File: src/sv/afi_pkg.sv
`timescale 1ns / 1ps
// Shared types and constants of the ARMA forecaster.
package afi_pkg;
  localparam logic [1:0] OP_PUSH = 2'd0;
  localparam logic [1:0] OP_AR   = 2'd1;
  localparam logic [1:0] OP_MA   = 2'd2;
  localparam logic [1:0] OP_FC   = 2'd3;

  localparam logic [2:0] REG_AR_ORDER  = 3'd0;
  localparam logic [2:0] REG_MA_ORDER  = 3'd1;
  localparam logic [2:0] REG_DIFF      = 3'd2;
  localparam logic [2:0] REG_INTERCEPT = 3'd3;
  localparam logic [2:0] REG_VARIANCE  = 3'd4;
  localparam logic [2:0] REG_HORIZON   = 3'd5;
  localparam logic [2:0] REG_MODE      = 3'd6;

  localparam logic [1:0] MODE_99 = 2'd1;
  localparam logic [1:0] MODE_90 = 2'd2;

  localparam logic [17:0] Z_95 = 18'd128451;
  localparam logic [17:0] Z_99 = 18'd168821;
  localparam logic [17:0] Z_90 = 18'd107807;

  typedef struct packed {
    logic push;
    logic wr_ar;
    logic wr_ma;
    logic fc_init;
    logic mac_ar;
    logic mac_ma;
    logic sqrt_start;
    logic finish;
    logic emit;
  } cmd_t;

  typedef struct packed {
    logic tap_done;
    logic sqrt_done;
    logic step_last;
    logic hz_zero;
  } sts_t;
endpackage

File: src/sv/afi_ctrl.sv
`timescale 1ns / 1ps
// Sequencer of the ARMA forecaster.
module afi_ctrl (
  input  logic           clk_i,
  input  logic           rst_ni,
  input  logic           start_i,
  input  logic [1:0]     operation_i,
  input  afi_pkg::sts_t  sts_i,
  output afi_pkg::cmd_t  cmd_o,
  output logic           busy_o
);
  typedef enum logic [5:0] {
    S_IDLE = 6'b000001,
    S_AR   = 6'b000010,
    S_MA   = 6'b000100,
    S_SQRT = 6'b001000,
    S_FIN  = 6'b010000,
    S_EMIT = 6'b100000
  } state_e;

  state_e state_q, state_d;
  logic   go;

  assign go = start_i && (state_q == S_IDLE);
  assign busy_o = (state_q != S_IDLE);

  always_comb begin
    state_d = state_q;
    cmd_o = '0;
    unique case (state_q)
      S_IDLE: begin
        if (start_i) begin
          cmd_o.push  = (operation_i == afi_pkg::OP_PUSH);
          cmd_o.wr_ar = (operation_i == afi_pkg::OP_AR);
          cmd_o.wr_ma = (operation_i == afi_pkg::OP_MA);
          if (operation_i == afi_pkg::OP_FC) begin
            cmd_o.fc_init = 1'b1;
            if (!sts_i.hz_zero) state_d = S_AR;
          end
        end
      end
      S_AR: begin
        cmd_o.mac_ar = 1'b1;
        if (sts_i.tap_done) state_d = S_MA;
      end
      S_MA: begin
        cmd_o.mac_ma = 1'b1;
        if (sts_i.tap_done) begin
          cmd_o.sqrt_start = 1'b1;
          state_d = S_SQRT;
        end
      end
      S_SQRT: begin
        if (sts_i.sqrt_done) state_d = S_FIN;
      end
      S_FIN: begin
        cmd_o.finish = 1'b1;
        state_d = S_EMIT;
      end
      S_EMIT: begin
        cmd_o.emit = 1'b1;
        state_d = sts_i.step_last ? S_IDLE : S_AR;
      end
      default: state_d = S_IDLE;
    endcase
  end

  always_ff @(posedge clk_i or negedge rst_ni) begin
    if (!rst_ni) begin
      state_q <= S_IDLE;
    end else begin
      state_q <= state_d;
    end
  end

  a_onehot: assert property (@(posedge clk_i) disable iff (!rst_ni) $onehot(state_q))
    else $error("state not one-hot");
  a_go: assert property (@(posedge clk_i) disable iff (!rst_ni)
    go && operation_i != afi_pkg::OP_FC |=> state_q == S_IDLE)
    else $error("cheap request left idle");
  a_emit: assert property (@(posedge clk_i) disable iff (!rst_ni)
    state_q == S_EMIT |-> $past(state_q) == S_FIN)
    else $error("emit without finish");
endmodule

File: config.mk
export PLATFORM = sky130hd
export DESIGN_NAME = afi_ctrl
export DESIGN_NICKNAME = d
export VERILOG_FILES = /design/src/sv/afi_pkg.sv /design/src/sv/afi_ctrl.sv
export SDC_FILE = /design/constraint.sdc
export NUM_CORES = 1
export LEC_CHECK = 0
export ABC_AREA = 0
export BUFFER_PORTS_ARGS = -buffer_cell sky130_fd_sc_hd__clkbuf_2
export CAP_MARGIN = 30
export CORE_AREA = 4 4 41 43
export CTS_CLUSTER_DIAMETER = 150
export DETAILED_ROUTE_END_ITERATION = 12
export DIE_AREA = 0 0 45 47
export PLACE_DENSITY_LB_ADDON = 0.08
export SLEW_MARGIN = 20
export SYNTH_ARGS = -nofsm -noshare
export SYNTH_HDL_FRONTEND = slang
export SYNTH_SLANG_ARGS = --single-unit
File: constraint.sdc
create_clock -name clk_i -period 1.9 [get_ports clk_i]
set_input_delay 0.19 -clock clk_i [delete_from_list [all_inputs] [get_ports clk_i]]
set_output_delay 0.19 -clock clk_i [all_outputs]
set_load 0.03 [all_outputs]
# Word-level counts from Yosys, hierarchy flattened
# Cells that the tools add are included.
[op_classes]
eq_ne = 16
n_mux = 16
reduce_logical = 2
[ops]
columns = ["operator", "count"]
rows = [
  ["$mux 6", 6],
  ["$pmux 6 s6", 1],
  ["$ne 2x2->1 const B", 5],
  ["$mux 4", 2],
  ["$eq 6x1->1 const B", 1],
  ["$eq 6x2->1 const B", 1],
  ["$eq 6x3->1 const B", 1],
  ["$eq 6x4->1 const B", 1],
  ["$eq 6x5->1 const B", 1],
  ["$eq 6x6->1 const B", 1],
  ["$ne 6x1->1 const B", 1],
  ["$reduce_and 6->1", 1],
  ["$mux 1", 5],
  ["$eq 2x2->1 const B", 2],
  ["$mux 2", 2],
  ["$eq 2x1->1 const B", 1],
  ["$logic_not 2->1", 1],
  ["$ne 2x1->1 const B", 1],
]
[totals]
out_inout_bits = 10
in_bits = 9
ff_bits = 6

# Depth between registers and ports, before layout
[logic_depth]
word_depth = 4
mapped_depth = 6
ltp_nobuf = 5

# Worst setup path after synthesis
# Ideal clock, no wire load.
[synth_path]
path_type = "register to register"
from = "register state_q[1]"
to = "register state_q[3]"
path_slack_ns = -0.436
stages_incl_launch_ff = 6
t_arrival_ns = 2.258
required_time_ns = 1.822
synth_period_minus_slack_ns = 2.336
cell_sequence = "dfrtp_1 -> buf_6 -> or4_4 -> nor3_1 -> and2_1 -> o21bai_1"
[synth_via]
elab_chain_cells = 3
[synth_rtl]
columns = ["element", "line_no", "rtl"]
rows = [
  ["start, declared", "afi_ctrl.sv:21", "state_e state_q, state_d;"],
  ["start signal, assigned", "afi_ctrl.sv:72", "state_q <= state_d;"],
  ["$eq 6x1->1 (tied with other cells)", "afi_ctrl.sv:30", "unique case (state_q)"],
  ["$ne 2x1->1 (no source line) / $ne 2x2->1 (equally long branches)", "-", ""],
  ["$reduce_and 6->1 (no source line)", "-", ""],
]
# Parallel ways exist; a longest one is shown, timed or not.
# A chain may end at the register's enable or synchronous reset.

==> run metrics <==
Synth area leader=dfrtp_1; startpoint type of the worst setup path=register; RSZ-0062 raised after global routing=false; dpl cell area=586 sq um; die area=2120 sq um; Layout area overhead=48.2%; metal2 WL=585 um; Total Wirelength=1.17 mm; Final min period=1.83 ns; Leakage=0.327 nW; Die Y=47 um; initial antenna violation count=0; status=finished, final reports clean; most common cell after layout, fill and taps aside=clkbuf_2; share of the synthesized area in the top cell type=0.279; Slew Limit Fails=0; Crit. End Element=output pin; crit path DAT=1.64 ns; Port Buffer Count=18; Worst Hold Path EP=state_q[1]; max reg flops=6; f_max=547 MHz; max layer used=met4; slowest cell on the critical path=or4_4; GRT overflow=0; fin cells=89; skew final=0.00335 ns; setup TNS=0 ns; Worst Hold Class=in2reg; Clock transition at path regs=0.05 ns; Hold Startpoint=sts_i[3]; syn_nets=58; Final WS setup=0.0726 ns; Largest Register=state_q; R2R depth=4; Critical R2R Capture=state_q[2]; final setup fails=0; # clock sinks=6; largest net degree at the start of global routing=9; metal3 WL=43 um; routed metal-1 wire length=500 um; Fillers=135; relative slew slack=0.813; Post-Syn Area=449 sq um; Final Cycle Share=0.962; num rows=13; via/cell ratio=5.20; hold_ws=0.156 ns; Hold Path Stages=2; DRT iter0 DRCs=9; sequential area share after synthesis=0.337; first-pass GRT wire length=1.79 mm; DR vias=463; WL per Instance=13.1 um; layout cell share with drive strength beyond 1=0.554; all-layer global routing usage=0.122; CTS root buffer=clkbuf_4; Mean Syn Cell Area=9.17 sq um; Yosys reg bits=6; Reg2Reg Setup Slack=0.17 ns; Inserted Diodes=0; DP Wirelength=943 um; commonest cells after routing, fill and taps aside=clkbuf_2 (14), buf_4 (9); pre-CTS WS=0.163 ns; Nets=84; core area=1300 sq um; worst r2r src=state_q[5]; final hold vios=0; gpl congestion=0.770; worst vdd ir=211 uV; Synth cell types=28; Top Registers=state_q: 6 flops; drt drc=0; CTS tree=yes; Slew @ Worst Pin=0.278 ns; Cells after DPL=82; CTS buffer count=3; Post-Synthesis Cells=49; Final Cell Area=666 sq um; warning count from the yosys run=0; post-route ant nets=0; Power Dens Cells=468 nW/um^2; H-tree Lvls=1; vias in the first global route=428; critical path class=reg2out; worst-path cell chain=or4_4, nor3_4, and2_4, buf_4; WP data required=1.71 ns; fin util=0.512; Skew-Pair Late Insertion Delay=0.24 ns; CTS max path bufs=2; drt first pass iters=2; Starting Density=0.345; die span in x=45 um; Max Cap Viol=0; total power=311 uW; IO Pins=19; leading post-synthesis cells by cell area=dfrtp_1 (28%), nor3_1 (6.7%), dfstp_2 (5.8%); worst-path fanout max=6; Max stage delay on crit path=0.51 ns
-- timing repair --
item / in CTS / in global routing
hold endpoints to repair: 6 / 0
gates resized for setup: 4 / 10
hold buffers: 1 / 0
setup buffers: 0 / 2
pin swaps: 0 / 1
endpoints found under the setup margin: 3 / 5
gates cloned: 0 / 0
-- cells in the mapped netlist --
cell type and n:
buf_6 1, o21ai_4 1, nor2_1 4, nor4_1 1
or4_4 1, or3b_4 1, nor4b_1 2, and4b_1 2
o21ai_0 1, and3_1 1, clkbuf_1 2, buf_2 1
o22ai_2 1, nor3_1 6, and2_1 1, o31a_1 1
dfrtp_1 5, and3b_1 1, dfstp_2 1, xor2_1 1
nand4b_1 2, nor3b_1 2, nand2_1 1, nand3_1 2
o21bai_1 2, inv_1 3, xnor2_1 1, and4_1 1
-- metal layers --
metal | track usage | vias up
li1 | - | 230
met1 | 0.137 | 223
met2 | 0.198 | 6
met3 | 0.0230 | 4
met4 | 0.105 | 0
met5 | 0 | -
-- cell families (layout without fill, tap and decap cells) --
| logic type | Yosys count | after routing | share of synthesized area |
|---|---|---|---|
| buffers and inverters | 7 | 32 | 0.0780 |
| xor gates and xnor gates | 2 | 2 | 0.0390 |
| DFF | 6 | 6 | 0.337 |
| AOI/OAI and AO/OA | 6 | 6 | 0.128 |
| and+or+nand+nor | 28 | 28 | 0.418 |
-- report_power, final --
part / switching (mW) / total, mW / internal, mW
Clock: 0.0471 / 0.127 / 0.0796
Sequential: 0.00105 / 0.131 / 0.130
Combinational: 0.0306 / 0.0533 / 0.0228
-- final cells by class --
| type | instances | area [sq um] | area share |
|---|---|---|---|
| Clock buffer | 4 | 26.3 | 0.0395 |
| Inverter | 3 | 11.3 | 0.0169 |
| Multi-Input combinational cell | 36 | 302 | 0.453 |
| Sequential cell | 6 | 153 | 0.229 |
| Tap cell | 15 | 18.8 | 0.0282 |
| Timing Repair Buffer | 25 | 155 | 0.233 |
-- worst max-delay path by stage --
stage | start | to | cells after the start
floorplan | state_q[1] | state_q[3] | 5
global placement | state_q[5] | state_q[2] | 4
detailed placement | state_q[5] | state_q[2] | 4
CTS | state_q[5] | cmd_o[2] | 4
global route | state_q[5] | cmd_o[8] | 5
finish | state_q[5] | cmd_o[2] | 4
-- worst max-delay path, delay by kind of cell (launching register included) --
| family | cells | cell delay, ns |
|---|---|---|
| simple gates | 3 | 0.81 |
| buf+inv | 1 | 0.15 |
| flops | 1 | 0.43 |
Power figures use the tool's default switching activity.
